### config.mk
export PLATFORM = sky130hd
export DESIGN_NAME = gregorian_date_arithmetic
export DESIGN_NICKNAME = d
export VERILOG_FILES = /design/src/sv/gda_pkg.sv /design/src/sv/gda_seq.sv /design/src/sv/gda_dp.sv /design/src/sv/gregorian_date_arithmetic.sv
export SDC_FILE = /design/constraint.sdc
export NUM_CORES = 1
export LEC_CHECK = 0
export ABC_AREA = 1
export BUFFER_PORTS_ARGS = -buffer_cell sky130_fd_sc_hd__buf_2
export CELL_PAD_IN_SITES_DETAIL_PLACEMENT = 1
export CELL_PAD_IN_SITES_GLOBAL_PLACEMENT = 1
export CORE_MARGIN = 3
export CORE_UTILIZATION = 43
export CTS_CLUSTER_DIAMETER = 30
export DETAILED_ROUTE_END_ITERATION = 16
export GPL_TIMING_DRIVEN = 0
export MAX_ROUTING_LAYER = met4
export PLACE_DENSITY_LB_ADDON = 0.12
export SKIP_CTS_REPAIR_TIMING = 1
export SLEW_MARGIN = 5
export SYNTH_ARGS = -nofsm -noshare
export SYNTH_HDL_FRONTEND = slang
export SYNTH_SLANG_ARGS = --single-unit
### constraint.sdc
create_clock -name clk -period 9.3 [get_ports clk]
set_input_delay 0.465 -clock clk [delete_from_list [all_inputs] [get_ports clk]]
set_output_delay 0.465 -clock clk [all_outputs]
set_load 0.005 [all_outputs]
### src/sv/gda_pkg.sv
// types, constants and calendar helpers for the date arithmetic block
`default_nettype none

package gda_pkg;

  typedef logic [4:0]  day_t;
  typedef logic [3:0]  mon_t;
  typedef logic [13:0] year_t;

  localparam year_t MAX_YEAR = 14'd9999;
  localparam mon_t  LAST_MONTH = 4'd12;
  localparam day_t  LAST_DAY_DEC = 5'd31;
  localparam day_t  FEB_DAYS = 5'd28;
  localparam day_t  FEB_LEAP_DAYS = 5'd29;
  // ceil(2^17 / 25), exact quotient for every 14-bit year
  localparam logic [12:0] DIV25_RECIP = 13'd5243;

  localparam logic [1:0] MODE_ADD  = 2'd0;
  localparam logic [1:0] MODE_SUB  = 2'd1;
  localparam logic [1:0] MODE_DIFF = 2'd2;

  typedef enum logic [1:0] {
    ST_OK    = 2'd0,
    ST_RANGE = 2'd1,
    ST_LATER = 2'd2,
    ST_SAT   = 2'd3
  } status_t;

  typedef enum logic [3:0] {
    OP_NOP,
    OP_NORM_MAIN,
    OP_NORM_OTH,
    OP_INC_MAIN,
    OP_DEC_MAIN,
    OP_INC_OTH,
    OP_CLR_CNT,
    OP_SET_RANGE,
    OP_SET_LATER,
    OP_SET_SAT,
    OP_FINISH
  } op_t;

  typedef struct packed {
    logic range;
    logic mode_add;
    logic mode_sub;
    logic mode_diff;
    logic cnt_zero;
    logic cnt_max;
    logic at_last;
    logic at_first;
    logic oy_bad;
    logic oth_later;
    logic dates_eq;
  } flags_t;

  // y%4==0 and (y%25!=0 or y%16==0), quotient by 25 via reciprocal
  function automatic logic is_leap(year_t y);
    logic [26:0] prod;
    logic [9:0]  q;
    year_t       q25;
    prod = 27'(y) * 27'(DIV25_RECIP);
    q    = prod[26:17];
    q25  = 14'(q) * 14'd25;
    return (y[1:0] == 2'b00) && ((q25 != y) || (y[3:0] == 4'b0000));
  endfunction

  function automatic day_t month_days(mon_t m, logic leap);
    unique case (m)
      4'd2:                     return leap ? FEB_LEAP_DAYS : FEB_DAYS;
      4'd4, 4'd6, 4'd9, 4'd11:  return 5'd30;
      default:                  return 5'd31;
    endcase
  endfunction

  function automatic mon_t clamp_month(mon_t m);
    if (m == 4'd0) return 4'd1;
    if (m > LAST_MONTH) return LAST_MONTH;
    return m;
  endfunction

  function automatic day_t clamp_day(day_t d, day_t len);
    if (d == 5'd0) return 5'd1;
    if (d > len) return len;
    return d;
  endfunction

endpackage

`default_nettype wire

### src/sv/gda_seq.sv
// microcode sequencer: control store, step counter and jump logic
`default_nettype none

module gda_seq (
  input  logic            clk,
  input  logic            rst,
  input  logic            accept,
  input  gda_pkg::flags_t flags,
  output gda_pkg::op_t    op,
  output logic            busy
);
  import gda_pkg::*;

  localparam int PC_W = 5;
  typedef logic [PC_W-1:0] pc_t;

  typedef enum logic [3:0] {
    C_ALWAYS,
    C_RANGE,
    C_MODE_ADD,
    C_MODE_SUB,
    C_MODE_DIFF,
    C_CNT_ZERO,
    C_ADD_EXIT,
    C_SUB_EXIT,
    C_OY_BAD,
    C_OTH_LATER,
    C_DIFF_EXIT,
    C_DATES_EQ
  } cond_t;

  // gated: the step's op is dropped when the jump is taken
  typedef struct packed {
    op_t   op;
    cond_t cond;
    logic  gated;
    pc_t   nt;
    pc_t   nf;
  } uword_t;

  localparam pc_t P_NORM  = 5'd0;
  localparam pc_t P_CHK   = 5'd1;
  localparam pc_t P_D0    = 5'd2;
  localparam pc_t P_D1    = 5'd3;
  localparam pc_t P_D2    = 5'd4;
  localparam pc_t P_ADD   = 5'd5;
  localparam pc_t P_ADDX  = 5'd6;
  localparam pc_t P_SUB   = 5'd7;
  localparam pc_t P_SUBX  = 5'd8;
  localparam pc_t P_OVF   = 5'd9;
  localparam pc_t P_DIFF  = 5'd10;
  localparam pc_t P_DCMP  = 5'd11;
  localparam pc_t P_DLOOP = 5'd12;
  localparam pc_t P_DX    = 5'd13;
  localparam pc_t P_SATST = 5'd14;
  localparam pc_t P_LATER = 5'd15;
  localparam pc_t P_FIN   = 5'd16;

  function automatic uword_t ucode(pc_t a);
    unique case (a)
      P_NORM:  return '{OP_NORM_MAIN, C_ALWAYS,    1'b0, P_CHK,   P_CHK};
      P_CHK:   return '{OP_NOP,       C_RANGE,     1'b0, P_FIN,   P_D0};
      P_D0:    return '{OP_NOP,       C_MODE_ADD,  1'b0, P_ADD,   P_D1};
      P_D1:    return '{OP_NOP,       C_MODE_SUB,  1'b0, P_SUB,   P_D2};
      P_D2:    return '{OP_NOP,       C_MODE_DIFF, 1'b0, P_DIFF,  P_FIN};
      P_ADD:   return '{OP_INC_MAIN,  C_ADD_EXIT,  1'b1, P_ADDX,  P_ADD};
      P_ADDX:  return '{OP_NOP,       C_CNT_ZERO,  1'b0, P_FIN,   P_OVF};
      P_SUB:   return '{OP_DEC_MAIN,  C_SUB_EXIT,  1'b1, P_SUBX,  P_SUB};
      P_SUBX:  return '{OP_NOP,       C_CNT_ZERO,  1'b0, P_FIN,   P_OVF};
      P_OVF:   return '{OP_SET_RANGE, C_ALWAYS,    1'b0, P_FIN,   P_FIN};
      P_DIFF:  return '{OP_NORM_OTH,  C_OY_BAD,    1'b1, P_OVF,   P_DCMP};
      P_DCMP:  return '{OP_CLR_CNT,   C_OTH_LATER, 1'b0, P_LATER, P_DLOOP};
      P_DLOOP: return '{OP_INC_OTH,   C_DIFF_EXIT, 1'b1, P_DX,    P_DLOOP};
      P_DX:    return '{OP_NOP,       C_DATES_EQ,  1'b0, P_FIN,   P_SATST};
      P_SATST: return '{OP_SET_SAT,   C_ALWAYS,    1'b0, P_FIN,   P_FIN};
      P_LATER: return '{OP_SET_LATER, C_ALWAYS,    1'b0, P_FIN,   P_FIN};
      default: return '{OP_FINISH,    C_ALWAYS,    1'b0, P_FIN,   P_FIN};
    endcase
  endfunction

  pc_t    pc;
  uword_t word;
  logic   take;

  assign word = ucode(pc);

  always_comb begin
    unique case (word.cond)
      C_ALWAYS:    take = 1'b1;
      C_RANGE:     take = flags.range;
      C_MODE_ADD:  take = flags.mode_add;
      C_MODE_SUB:  take = flags.mode_sub;
      C_MODE_DIFF: take = flags.mode_diff;
      C_CNT_ZERO:  take = flags.cnt_zero;
      C_ADD_EXIT:  take = flags.cnt_zero | flags.at_last;
      C_SUB_EXIT:  take = flags.cnt_zero | flags.at_first;
      C_OY_BAD:    take = flags.oy_bad;
      C_OTH_LATER: take = flags.oth_later;
      C_DIFF_EXIT: take = flags.dates_eq | flags.cnt_max;
      C_DATES_EQ:  take = flags.dates_eq;
      default:     take = 1'b1;
    endcase
  end

  assign op = !busy ? OP_NOP : ((word.gated && take) ? OP_NOP : word.op);

  always_ff @(posedge clk) begin
    if (rst) begin
      busy <= 1'b0;
      pc   <= P_NORM;
    end else if (accept) begin
      busy <= 1'b1;
      pc   <= P_NORM;
    end else if (busy) begin
      pc <= take ? word.nt : word.nf;
      if (word.op == OP_FINISH) busy <= 1'b0;
    end
  end

endmodule

`default_nettype wire

### src/sv/gda_dp.sv
// datapath: date registers, day stepper, day counter and result registers
`default_nettype none

module gda_dp #(
  parameter int COUNT_WIDTH = 16
) (
  input  logic              clk,
  input  logic              rst,
  input  logic              load,
  input  gda_pkg::op_t      op,
  input  logic [1:0]        mode,
  input  logic [4:0]        day,
  input  logic [3:0]        month,
  input  logic [13:0]       year,
  input  logic [15:0]       day_count,
  input  logic [4:0]        other_day,
  input  logic [3:0]        other_month,
  input  logic [13:0]       other_year,
  output gda_pkg::flags_t   flags,
  output logic              done,
  output logic [4:0]        res_day,
  output logic [3:0]        res_month,
  output logic [13:0]       res_year,
  output logic [15:0]       days_between,
  output logic [1:0]        status
);
  import gda_pkg::*;

  logic [1:0]             mode_r;
  day_t                   cd, od;
  mon_t                   cm, om;
  year_t                  cy, oy;
  logic [COUNT_WIDTH-1:0] cnt;
  status_t                st;

  // main date: normalize and step
  year_t ys;
  logic  m_leap;
  mon_t  ms;
  day_t  ds, len_norm, len_cur, len_prev;

  assign ys       = (cy > MAX_YEAR) ? MAX_YEAR : cy;
  assign m_leap   = is_leap(ys);
  assign ms       = clamp_month(cm);
  assign len_norm = month_days(ms, m_leap);
  assign ds       = clamp_day(cd, len_norm);
  assign len_cur  = month_days(cm, m_leap);
  assign len_prev = month_days(4'(cm - 4'd1), m_leap);

  // second date: normalize and step
  logic o_leap;
  mon_t oms;
  day_t ods, olen_norm, olen_cur;

  assign o_leap    = is_leap(oy);
  assign oms       = clamp_month(om);
  assign olen_norm = month_days(oms, o_leap);
  assign ods       = clamp_day(od, olen_norm);
  assign olen_cur  = month_days(om, o_leap);

  always_comb begin
    flags.range     = (st == ST_RANGE);
    flags.mode_add  = (mode_r == MODE_ADD);
    flags.mode_sub  = (mode_r == MODE_SUB);
    flags.mode_diff = (mode_r == MODE_DIFF);
    flags.cnt_zero  = (cnt == '0);
    flags.cnt_max   = (cnt == '1);
    flags.at_last   = (cy == MAX_YEAR) && (cm == LAST_MONTH) && (cd == LAST_DAY_DEC);
    flags.at_first  = (cy == '0) && (cm == 4'd1) && (cd == 5'd1);
    flags.oy_bad    = (oy > MAX_YEAR);
    flags.oth_later = (oy > cy) || ((oy == cy) && (om > cm)) ||
                      ((oy == cy) && (om == cm) && (od > cd));
    flags.dates_eq  = (oy == cy) && (om == cm) && (od == cd);
  end

  always_ff @(posedge clk) begin
    if (load) begin
      mode_r <= mode;
      cd     <= day;
      cm     <= month;
      cy     <= year;
      od     <= other_day;
      om     <= other_month;
      oy     <= other_year;
      cnt    <= COUNT_WIDTH'(day_count);
      st     <= ST_OK;
    end else begin
      case (op)
        OP_NORM_MAIN: begin
          cy <= ys;
          cm <= ms;
          cd <= ds;
          st <= (cy > MAX_YEAR) ? ST_RANGE : ST_OK;
        end
        OP_NORM_OTH: begin
          om <= oms;
          od <= ods;
        end
        OP_INC_MAIN: begin
          cnt <= cnt - COUNT_WIDTH'(1);
          if (cd < len_cur) begin
            cd <= cd + 5'd1;
          end else if (cm < LAST_MONTH) begin
            cd <= 5'd1;
            cm <= cm + 4'd1;
          end else begin
            cd <= 5'd1;
            cm <= 4'd1;
            cy <= cy + 14'd1;
          end
        end
        OP_DEC_MAIN: begin
          cnt <= cnt - COUNT_WIDTH'(1);
          if (cd > 5'd1) begin
            cd <= cd - 5'd1;
          end else if (cm > 4'd1) begin
            cm <= cm - 4'd1;
            cd <= len_prev;
          end else begin
            cm <= LAST_MONTH;
            cd <= LAST_DAY_DEC;
            cy <= cy - 14'd1;
          end
        end
        OP_INC_OTH: begin
          cnt <= cnt + COUNT_WIDTH'(1);
          if (od < olen_cur) begin
            od <= od + 5'd1;
          end else if (om < LAST_MONTH) begin
            od <= 5'd1;
            om <= om + 4'd1;
          end else begin
            od <= 5'd1;
            om <= 4'd1;
            oy <= oy + 14'd1;
          end
        end
        OP_CLR_CNT:   cnt <= '0;
        OP_SET_RANGE: st <= ST_RANGE;
        OP_SET_LATER: st <= ST_LATER;
        OP_SET_SAT:   st <= ST_SAT;
        default: ;
      endcase
    end
  end

  // result registers, strobed for one cycle
  always_ff @(posedge clk) begin
    if (rst) begin
      done <= 1'b0;
    end else begin
      done <= (op == OP_FINISH);
    end
    if (op == OP_FINISH) begin
      res_day   <= cd;
      res_month <= cm;
      res_year  <= cy;
      status    <= st;
      // counter holds the difference only on a clean or saturated difference
      days_between <= ((mode_r == MODE_DIFF) && ((st == ST_OK) || (st == ST_SAT)))
                      ? 16'(cnt) : 16'd0;
    end
  end

endmodule

`default_nettype wire

### src/sv/gregorian_date_arithmetic.sv
// top level of the gregorian date add, subtract and difference block
//
//  channel   handshake             payload
//  input     start / busy          mode day month year day_count other_*
//  result    done (one cycle)      res_day res_month res_year days_between status
//
// busy stays high while a command runs: add and subtract step until the count
// runs out or the date reaches a calendar limit, a difference until the dates
// meet or the day counter saturates; the datapath steps one calendar day per
// cycle under the microcode loop step.
// busy rises at the edge that takes the transaction and falls as done rises.
// rst is synchronous; it clears the step counter, busy and done.
// the receiver cannot stall: each result is shown for exactly one cycle.
`default_nettype none

module gregorian_date_arithmetic #(
  parameter int COUNT_WIDTH = 16
) (
  input  logic        clk,
  input  logic        rst,
  input  logic        start,
  output logic        busy,
  input  logic [1:0]  mode,
  input  logic [4:0]  day,
  input  logic [3:0]  month,
  input  logic [13:0] year,
  input  logic [15:0] day_count,
  input  logic [4:0]  other_day,
  input  logic [3:0]  other_month,
  input  logic [13:0] other_year,
  output logic        done,
  output logic [4:0]  res_day,
  output logic [3:0]  res_month,
  output logic [13:0] res_year,
  output logic [15:0] days_between,
  output logic [1:0]  status
);
  import gda_pkg::*;

  logic   accept;
  op_t    op;
  flags_t flags;

  assign accept = start & ~busy;

  gda_seq u_seq (
    .clk    (clk),
    .rst    (rst),
    .accept (accept),
    .flags  (flags),
    .op     (op),
    .busy   (busy)
  );

  gda_dp #(
    .COUNT_WIDTH (COUNT_WIDTH)
  ) u_dp (
    .clk          (clk),
    .rst          (rst),
    .load         (accept),
    .op           (op),
    .mode         (mode),
    .day          (day),
    .month        (month),
    .year         (year),
    .day_count    (day_count),
    .other_day    (other_day),
    .other_month  (other_month),
    .other_year   (other_year),
    .flags        (flags),
    .done         (done),
    .res_day      (res_day),
    .res_month    (res_month),
    .res_year     (res_year),
    .days_between (days_between),
    .status       (status)
  );

endmodule

`default_nettype wire

## Word level (Yosys, flattened, before mapping)

Memory sizes are Yosys's and may differ from the RTL's. A register that Yosys moved wholly into a read port is not among the register bits.
Cells that the tools add are included.

| word-level totals | value |
|---|---|
| flip-flop bits (word level) | 114 |
| memory bits (read-only) | 304 |
| input bits | 67 |
| logic and storage cells | 249 |
| memories | 1 |

Memory list:

| memory | depth | width | read ports | clocked after Yosys merged registers in | wr ports | line | source |
|---|---|---|---|---|---|---|---|
| (no name shown) | 16 | 19 | 1 | 1 | 0 | gda_seq.sv:60 | `unique case (a)` |

| operators by class | value |
|---|---|
| $add $sub $neg | 11 |
| $mul | 4 |
| magnitude comparators | 15 |
| eq/ne operators | 71 |
| muxes and demuxes | 78 |
| bitwise logic cells | 5 |
| reductions and logical operators | 47 |

Operator list:

| kind | count |
|---|---|
| $mux 14 | 10 |
| $mux 4 | 20 |
| $eq 4x4->1 const B | 19 |
| $mux 5 | 15 |
| $eq 4x3->1 const B | 18 |
| $pmux 5 s2 | 6 |
| $mul 14x13->27 const B | 2 |
| $pmux 16 s3 | 1 |
| $pmux 14 s3 | 1 |
| $eq 4x2->1 const B | 9 |
| $add 14x1->14 const B | 2 |
| $gt 14x14->1 const B | 2 |
| $mul 10x5->14 const B | 2 |
| $ne 14x14->1 | 2 |
| $reduce_or 4->1 | 5 |
| $mux 19 | 1 |
| $mux 1 | 18 |
| $add 16x1->16 const B | 1 |
| $eq 16x16->1 const B | 1 |
| $logic_not 16->1 | 1 |
| $logic_not 4->1 | 4 |
| $mux 16 | 1 |
| $sub 16x1->16 const B | 1 |
| $gt 5x5->1 | 3 |
| 44 further kinds | 86 |

## Logic depth before layout (Yosys ltp)

Gate-level depths: netlist of the first run.

| logic depth | value |
|---|---|
| depth after elaboration | 16 |
| gate-level depth with buffers | 66 |
| depth with buffers taken out | 66 |

## Modules after synthesis

A second synthesis of the first run with hierarchy kept.

| second synthesis, totals | value |
|---|---|
| cell total of the unflattened synthesis | 2,331 |
| area total of the unflattened synthesis | 18,611.6 um^2 |

By module, submodules not included:

| module | times used | cells each | area each (um^2) |
|---|---|---|---|
| gda_dp | 1 | 2,109 | 17,121.4 |
| gda_seq | 1 | 220 | 1,480.2 |
| gregorian_date_arithmetic | 1 | 2 | 10.0 |

## Least setup slack after synthesis of the first run

Ideal clock, no wire load.

| timing path | value |
|---|---|
| path type | reg2reg |
| start point | register u_dp.cy[6] |
| end point | register u_dp.cy[0], enable pin |
| library setup time | 0.383 ns |
| arrival time | 8.586 ns |
| required time | 8.917 ns |
| slack | 0.331 ns |
| cell stages (with the launch flop) | 52 |
| buffers on the path | 0 |
| clock period less this slack | 8.969 ns |
| path through | edfxtp_1 > inv_2 > nand2_1 > nor2_2 > nand3_4 > nand3_1 > inv_1 > nor2_1 > a21oi_1 > ha_1 > or2_2 > ha_1 > inv_1 > fa_1 > inv_1 > fa_1 > fa_1 > ha_1 > [16 not listed] > nand2_1 > a21oi_1 > nand2_1 > nand2_1 > nand2_1 > nand2_1 > nand2_1 > nor2_1 > nand2_1 > nor2_1 > nand3_1 > nand2_1 > nand2_1 > nand2_1 > nand2_2 > nand3_1 > nand2_1 > nor3_2 |

| between the ends | value |
|---|---|
| cells in the longest elaborated chain, start to end | 12 |
| elaborated cells on any way between the ends | 42 |
| classes of those cells | mul (2); order compare (3); eq/ne (10); mux (6); bitwise (3); reduce/logical (18) |

RTL lines:

| item | line | source |
|---|---|---|
| start: declaration | gda_dp.sv:32 | `year_t cy, oy;` |
| start signal: assignment | gda_dp.sv:81 | `cy <= year;` |
| start signal: assignment | gda_dp.sv:90 | `cy <= ys;` |
| start signal: assignment | gda_dp.sv:109 | `cy <= cy + 14'd1;` |
| $gt 14x14->1 | gda_dp.sv:42 | `assign ys = (cy > MAX_YEAR) ? MAX_YEAR : cy;` |
| $mux 14 | gda_dp.sv:42 |  |
| $mul 14x13->27 | gda_pkg.sv:62 | `prod = 27'(y) * 27'(DIV25_RECIP);` |
| $mul 10x5->14 | gda_pkg.sv:64 | `q25 = 14'(q) * 14'd25;` |
| $ne 14x14->1 | gda_pkg.sv:65 | `return (y[1:0] == 2'b00) && ((q25 != y) \|\| (y[3:0] == 4'b0000));` |
| $logic_or 1x1->1 | gda_pkg.sv:65 |  |
| $logic_and 1x1->1 | gda_pkg.sv:65 |  |
| $mux 1 | gda_pkg.sv:70 | `4'd2: return leap ? FEB_LEAP_DAYS : FEB_DAYS;` |
| $pmux 5 s2 | gda_pkg.sv:69 | `unique case (m)` |
| $lt 5x5->1 | gda_dp.sv:101 | `if (cd < len_cur) begin` |
| $ne 3x3->1 (no source line) | n/a |  |
| $reduce_and 5->1 (no source line) (*) | n/a |  |

Mark *: on every way between the ends. The rest lies on a longest branch, timed or not.
A chain may end at the register's enable or synchronous reset.

## Worst setup path after layout of the first run

| timing path | value |
|---|---|
| start point | register u_dp.cy[11] |
| end point | register u_dp.cd[0], data pin |

| between the ends | value |
|---|---|
| cells in the longest elaborated chain, start to end | 15 |
| elaborated cells on any way between the ends | 47 |
| classes of those cells | mul (2); order compare (4); eq/ne (6); mux (16); bitwise (3); reduce/logical (16) |

RTL lines:

| item | line | source |
|---|---|---|
| $gt 14x14->1 | gda_dp.sv:42 |  |
| $mux 14 | gda_dp.sv:42 |  |
| $mul 14x13->27 | gda_pkg.sv:62 |  |
| $mul 10x5->14 | gda_pkg.sv:64 |  |
| $ne 14x14->1 | gda_pkg.sv:65 |  |
| $logic_or 1x1->1 | gda_pkg.sv:65 |  |
| $logic_and 1x1->1 | gda_pkg.sv:65 |  |
| $mux 1 | gda_pkg.sv:70 |  |
| $pmux 5 s2 | gda_pkg.sv:69 |  |
| $gt 5x5->1 | gda_pkg.sv:84 | `if (d > len) return len;` |
| $mux 5 | gda_pkg.sv:84 |  |
| $mux 5 | gda_pkg.sv:85 | `return d;` |
| $mux 5 | gda_pkg.sv:84 |  |
| $pmux 5 s3 (*) | gda_dp.sv:88 | `case (op)` |
| $mux 5 (*) | gda_dp.sv:77 | `if (load) begin` |
| end signal: assignment | gda_dp.sv:79 | `cd <= day;` |
| end signal: assignment | gda_dp.sv:92 | `cd <= ds;` |
| end signal: assignment | gda_dp.sv:102 | `cd <= cd + 5'd1;` |
| end: declaration | gda_dp.sv:30 | `day_t cd, od;` |

Mark *: on every way between the ends. The rest lies on a longest branch, timed or not. The select of a mux whose other input is x is not followed.

==> impl_metrics.ini, run 1 <==
[critical_path]
critical_path.top_delay_family = adder cells
r2r_start = u_dp.cy[11]$_DFFE_PP_
r2r_slack_ns = -0.72
worst_path_most_repeated_cell = nand2_1
arrival_ns = 10.22
crit_fanout = 7
crit_path_top_delay_cell = fa_1
crit_start = u_dp.cy[11]$_DFFE_PP_
r2r-end = u_dp.cd[0]$_DFFE_PP_
slowest_delay_ns = 0.56
reg2reg_depth = 55
worstSetupEndpoint = u_dp.cd[0]$_DFFE_PP_
cp.required_ns = 9.50
path_class = reg -> reg
cp_num_buf_inv = 10
cp-start-kind = flop
cp.depth = 55
end_kind = flop

[floorplan]
dieArea_um2 = 45500
coreArea_um2 = 42200
start_util_pct = 43.8
dieWidth_um = 213
row_count = 75
die_h_um = 213
io_pins = 110

[yosys]
ys_top_cells_by_area = ha_1 23%, edfxtp_1 17%, fa_1 14%
synthFlopType = edfxtp_1
synth-async-reset-ratio_pct = 0
ys_types = 58
yosys_warnings = 0
synth_compound_area_share_pct = 8.80
synth_mux_area_share_pct = 0
postSynthCellCount = 2318
synthAdderAreaFrac_pct = 36.9
synth-simple-area-share_pct = 20.6
synth_top_family_by_area = adder cells
synth_area_per_cell_um2 = 7.97
yosys.area.top_type_share_pct = 23.3
ys_ff_latch = 133
synth_top_cell_by_area = ha_1
synth_xor_area_share_pct = 3.89
synth-edff-count = 105
syn-cell-area_um2 = 18500
synth_seq_area_share_pct = 20.1

[status]
violations = setup timing
status = finished with violations

[hold_path]
hp-class = in -> reg
worstHoldStart = mode[0]

[routing]
routed_wl_mm = 65.3
drtIter0Drc = 951
vias = 17000
ant_nets = 0
wl_per_cell_um = 20.8
first_pass_iters = 7
drc = 0
viasPerCell = 5.42

[finish]
fillerInstances = 5105
nets = 3122
layout_commonest_cell = nand2_1
drive_gt1_share_pct = 20.4
mostFrequentLayoutCells = 416 x nand2_1, 404 x inv_1, 313 x ha_1, 168 x nor2_1, 125 x buf_4
utilization_pct = 53.6
area_growth_pct = 22.4

[timing]
layout_worst_path_cycle_share_pct = 108
fin_worst_skew_ns = 0.0117
worst_slack_ns = -0.718
setup_viol = 28
finalCriticalPeriod_ns = 10.02
hold_viol = 0
clock.fmax_mhz = 99.8
slew_violations = 0
grt_setup_unrepaired = true
slew_headroom_pct = 34.8
worst_pin_slew_ns = 0.969

[global_routing]
grt_overflow = 0
antenna_found_initial = 1
grt_pass1_wl_mm = 92.5
grt_pass1_vias = 17000
gr-usage-all-layers_pct = 27.0
grt_max_degree = 24

[clock_tree]
clk_pin_slew_ns = 0.06
clock_path_buffers = 2
insertion_delay_ns = 0.46
clock-root-buffer = clkbuf_16
cts_sinks = 133
numCtsBuffers = 17
cts_tree = done
htreeDepth = 4

[placement]
post-place-ws_ns = -2.55
port_buffers = 109
routabilityCongestion = 0.931
dp_hpwl_mm = 49.0

[job]
drv_cap = 0
==> layout make-up <==
class / instances / area (um2) / share of cell area, %
Antenna cell: 1 / 2.50 / 0.0111
Buffer: 24 / 124 / 0.548
Clock buffer: 24 / 547 / 2.42
Clock inverter: 8 / 56.3 / 0.249
Inverter: 442 / 1680 / 7.41
Multi-Input combinational cell: 1722 / 14100 / 62.5
Sequential cell: 133 / 3710 / 16.4
Tap cell: 539 / 674 / 2.98
Timing Repair Buffer: 245 / 1680 / 7.44
==> through the flow <==
step | instance area [um2] | hold slack (ns) | setup TNS (ns) | std cells
3_5_place_dp | 19800 | 0.447 | -67.81 | 2969
4_1_cts | 20400 | 0.194 | -70.34 | 3001
2_1_floorplan | 18500 | 0.421 | 0 | 2319
5_1_grt | 22600 | 0.201 | -26.51 | 3138
6_report | 22600 | 0.215 | -16.96 | 3138
3_3_place_gp | 19700 | 0.444 | -57.53 | 2967
==> worst min path at each step <==
stage	endpoint	slack [ns]	cells past startpoint
after floorplan	u_dp.res_day[2]$_DFFE_PP_	0.42	0
after global placement	u_dp.res_day[2]$_DFFE_PP_	0.44	0
after detailed placement	u_dp.res_day[2]$_DFFE_PP_	0.45	0
after CTS	u_dp.mode_r[0]$_DFFE_PP_	0.19	1
after global routing	u_dp.mode_r[0]$_DFFE_PP_	0.20	1
final	u_dp.mode_r[0]$_DFFE_PP_	0.22	1
==> layer usage <==
metal / vias to the layer above / part of all wire (%) / track usage (%)
met1: 8401 / 44 / 35.9
met3: 114 / 4.4 / 3.57
li1: 8073 / - / -
met5: - / 0 / -
met4: 0 / 2.2 / 6.02
met2: 410 / 49 / 44.2
==> cells in the mapped netlist, drive strengths merged, types with 2 or more instances <==
library cell  count
nor4              4
edfxtp          105
nand3           115
xnor3             2
ha              344
xnor2            22
fa              126
a21o              9
a21boi            3
nand4            27
nor3             28
nand2           473
nor2            211
a31oi            15
o21ai           109
or2               9
xor2             55
a221oi            2
clkbuf            9
and2              3
a21oi           115
a211oi            3
o31ai             3
dfxtp            28
nand3b            9
inv             441
o21bai            8
buf              15
o211ai           10
o22ai             5
o221ai            2
==> worst reg2reg max path: cells and delay by family, from the launching register on <==
| kind | cells | cell delay [ns] |
|---|---|---|
| xor gates and xnor gates | 2 | 0.42 |
| and+or+nand+nor | 28 | 3.27 |
| DFF | 1 | 0.51 |
| AOI/OAI and AO/OA | 4 | 0.52 |
| adders and majority gates | 11 | 4.10 |
| buffers and inverters | 10 | 0.93 |
==> kinds of logic (layout without fill, tap and decap cells) <==
| family | after synthesis | in the layout |
|---|---|---|
| adders and majority gates | 470 | 470 |
| xor gates and xnor gates | 79 | 79 |
| and+or+nand+nor | 882 | 883 |
| AOI/OAI and AO/OA | 287 | 288 |
| other | 1 | 3 |
| buffers and inverters | 466 | 743 |
| DFF | 133 | 133 |
Power of run 1 is left out: the tool's default activity adds up to more than one toggle a clock period on the data nets, which glitch-free logic cannot reach.
==> run 2: changes to the inputs <==
--- a/config.mk
+++ b/config.mk
@@ -16,8 +16,8 @@
 export GPL_TIMING_DRIVEN = 0
 export MAX_ROUTING_LAYER = met4
 export PLACE_DENSITY_LB_ADDON = 0.12
-export SKIP_CTS_REPAIR_TIMING = 1
 export SLEW_MARGIN = 5
 export SYNTH_ARGS = -nofsm -noshare
 export SYNTH_HDL_FRONTEND = slang
+export SYNTH_HIERARCHICAL = 1
 export SYNTH_SLANG_ARGS = --single-unit
==> run 2 against run 1 <==
The flow still finishes with violations (setup timing). Highest routed layer unchanged. Die area rose by 0.71%. Largest cell class unchanged. Worst setup slack gained 0.35 ns. Via count rose by 3.3%.
==> impl_metrics.ini, run 2 <==
[floorplan]
start_util_pct = 44.0
dieArea_um2 = 45800
coreArea_um2 = 42300
row_count = 75
io_pins = 110
dieWidth_um = 214
die_h_um = 214

[finish]
layout_commonest_cell = inv_1
fillerInstances = 5131
area_growth_pct = 22.1
utilization_pct = 53.7
mostFrequentLayoutCells = 416 x inv_1, 388 x nand2_1, 314 x ha_1, 161 x nor2_1, 124 x fa_1
seqCellArea_um2 = 3710
multi_input_area_um2 = 14200
stdcell_count = 3184
nets = 3132
drive_gt1_share_pct = 20.3
diodes = 0

[global_routing]
use_met3_pct = 3.64
gr-usage-all-layers_pct = 27.6
grt_use_met1_pct = 34.2
met2_usage_pct = 47.1
antenna_found_initial = 1
grt_overflow = 0
grt_pass1_wl_mm = 98.1
grt_max_degree = 24
top_usage_layer = met2
grt_pass1_vias = 18400

[clock_tree]
cts_sinks = 133
clk_pin_slew_ns = 0.06
clock_path_buffers = 2
ctsHoldBuffers = 0
htreeDepth = 4
clock-root-buffer = clkbuf_16
cts_tree = done
insertion_delay_ns = 0.45
numCtsBuffers = 17

[yosys]
ys_top_cells_by_area = ha_1 23%, edfxtp_1 17%, fa_1 13%
synth_xor_area_share_pct = 2.62
synth_area_per_cell_um2 = 7.98
synthFlopType = edfxtp_1
synth_top_cell_by_area = ha_1
synth_seq_area_share_pct = 20.0
synth-async-reset-ratio_pct = 0
synth_mux_area_share_pct = 0
synthAdderAreaFrac_pct = 36.7
synth.top_cells.by_count = 445 x inv_1, 426 x nand2_1, 346 x ha_1, 181 x nor2_1, 129 x nand3_1
yosys.area.top_type_share_pct = 23.3
ys_ff_latch = 133
syn-cell-area_um2 = 18600
synth_top_family_by_area = adder cells
post-synth-top-count-cell = inv_1
synth-simple-area-share_pct = 21.1
synth-edff-count = 105
ys_types = 55
yosys_warnings = 6
postSynthCellCount = 2331
synth_compound_area_share_pct = 9.73

[status]
violations = setup timing
status = finished with violations

[timing]
worst_slack_ns = -0.369
grt_setup_unrepaired = true
slew_headroom_pct = 18.2
finalCriticalPeriod_ns = 9.67
worst_pin_slew_ns = 1.23
hold_viol = 0
slew_violations = 0
layout_worst_path_cycle_share_pct = 104
fin_worst_skew_ns = 0.0161
tns_ns = -3.67
clock.fmax_mhz = 103
timing.hold.ws_ns = 0.199
setup_viol = 24

[routing]
drc = 0
routed_wl_mm = 65.9
vias = 17600
viasPerCell = 5.51
ant_nets = 0
drtIter0Drc = 928
first_pass_iters = 7
wl_per_cell_um = 20.7

[critical_path]
r2r_start = u_dp/cy[4]$_DFFE_PP_
arrival_ns = 9.79
crit_fanout = 7
worstSetupEndpoint = u_dp/cd[2]$_DFFE_PP_
crit_start = u_dp/cy[4]$_DFFE_PP_
cp.required_ns = 9.42
slowest_delay_ns = 0.61
path_class = reg -> reg
end_kind = flop
r2r_slack_ns = -0.37
cp-start-kind = flop
crit_path_top_delay_cell = fa_1
reg2reg_depth = 49
worst_path_most_repeated_cell = inv_1
r2r-end = u_dp/cd[2]$_DFFE_PP_

[placement]
dp_hpwl_mm = 49.1
port_buffers = 109
place_inst = 3020
routabilityCongestion = 0.902

[hold_path]
hold_depth = 1
hp-class = in -> reg

[job]
drv_cap = 0
## run 2: cell types whose count changed after synthesis, moves of 9 or more
cell	before	now
a21oi_1	112	128
inv_1	424	445
nand2_1	460	426
nand3_1	112	129
nand4_1	27	39
nor2_1	195	181
o21ai_1	13	4
xor2_1	55	38
## run 2: stage by stage
step           worst slack (ns)  instance area [um2]
5_1_grt                  -0.785                22700
3_3_place_gp              -1.32                19900
3_5_place_dp              -1.56                19900
2_1_floorplan             0.617                18600
4_1_cts                 0.00578                21600
6_report                 -0.369                22700
## run 2: per-layer routing
metal	vias up	routed length, um
li1	8201	-
met1	8727	28100
met2	490	32600
met3	140	2960
met4	0	2310
met5	-	0
## run 2: how the worst min path moves through the flow
stage	end	startpoint
floorplan	u_dp/status[1]$_DFFE_PP_	u_dp/st[1]$_SDFFE_PP0P_
global placement	u_dp/status[1]$_DFFE_PP_	u_dp/st[1]$_SDFFE_PP0P_
detailed placement	u_dp/status[1]$_DFFE_PP_	u_dp/st[1]$_SDFFE_PP0P_
CTS	u_dp/mode_r[1]$_DFFE_PP_	mode[1]
global route	u_dp/mode_r[0]$_DFFE_PP_	mode[0]
finish	u_dp/mode_r[0]$_DFFE_PP_	mode[0]
## run 2: area by class of cell
type,instances,share of cell area [%]
Clock inverter,7,0.187
Tap cell,577,3.18
Inverter,456,7.66
Multi-Input combinational cell,1719,62.4
Clock buffer,25,2.33
Sequential cell,133,16.3
Timing Repair Buffer,243,7.26
Buffer,24,0.628
## run 2: cell families (layout without fill, tap and decap cells)
group | count (synthesis) | after routing
buf+inv | 480 | 755
compound gates | 314 | 314
flops | 133 | 133
simple gates | 878 | 878
fa+ha+maj | 471 | 471
other cells | 1 | 2
xor+xnor | 54 | 54
## run 2: timing repair
| action | CTS | global route |
|---|---|---|
| hold endpoints to repair | 0 | 0 |
| setup buffers | 84 | 50 |
| resized for setup | 92 | 168 |
| endpoints found under the setup margin | 52 | 56 |
| pin swaps | 54 | 109 |
## run 2: critical path: cells and delay by family, from the launching register on
family                   cells  cell delay, ns
AND/OR/NAND/NOR             21            2.43
XOR/XNOR                     2            0.42
AO/OA/AOI/OAI                6            1.06
flip-flops                   1            0.46
buffers and inverters       10            1.01
adder cells (fa/ha/maj)     10            3.94
Power of run 2 is left out for the same reason.
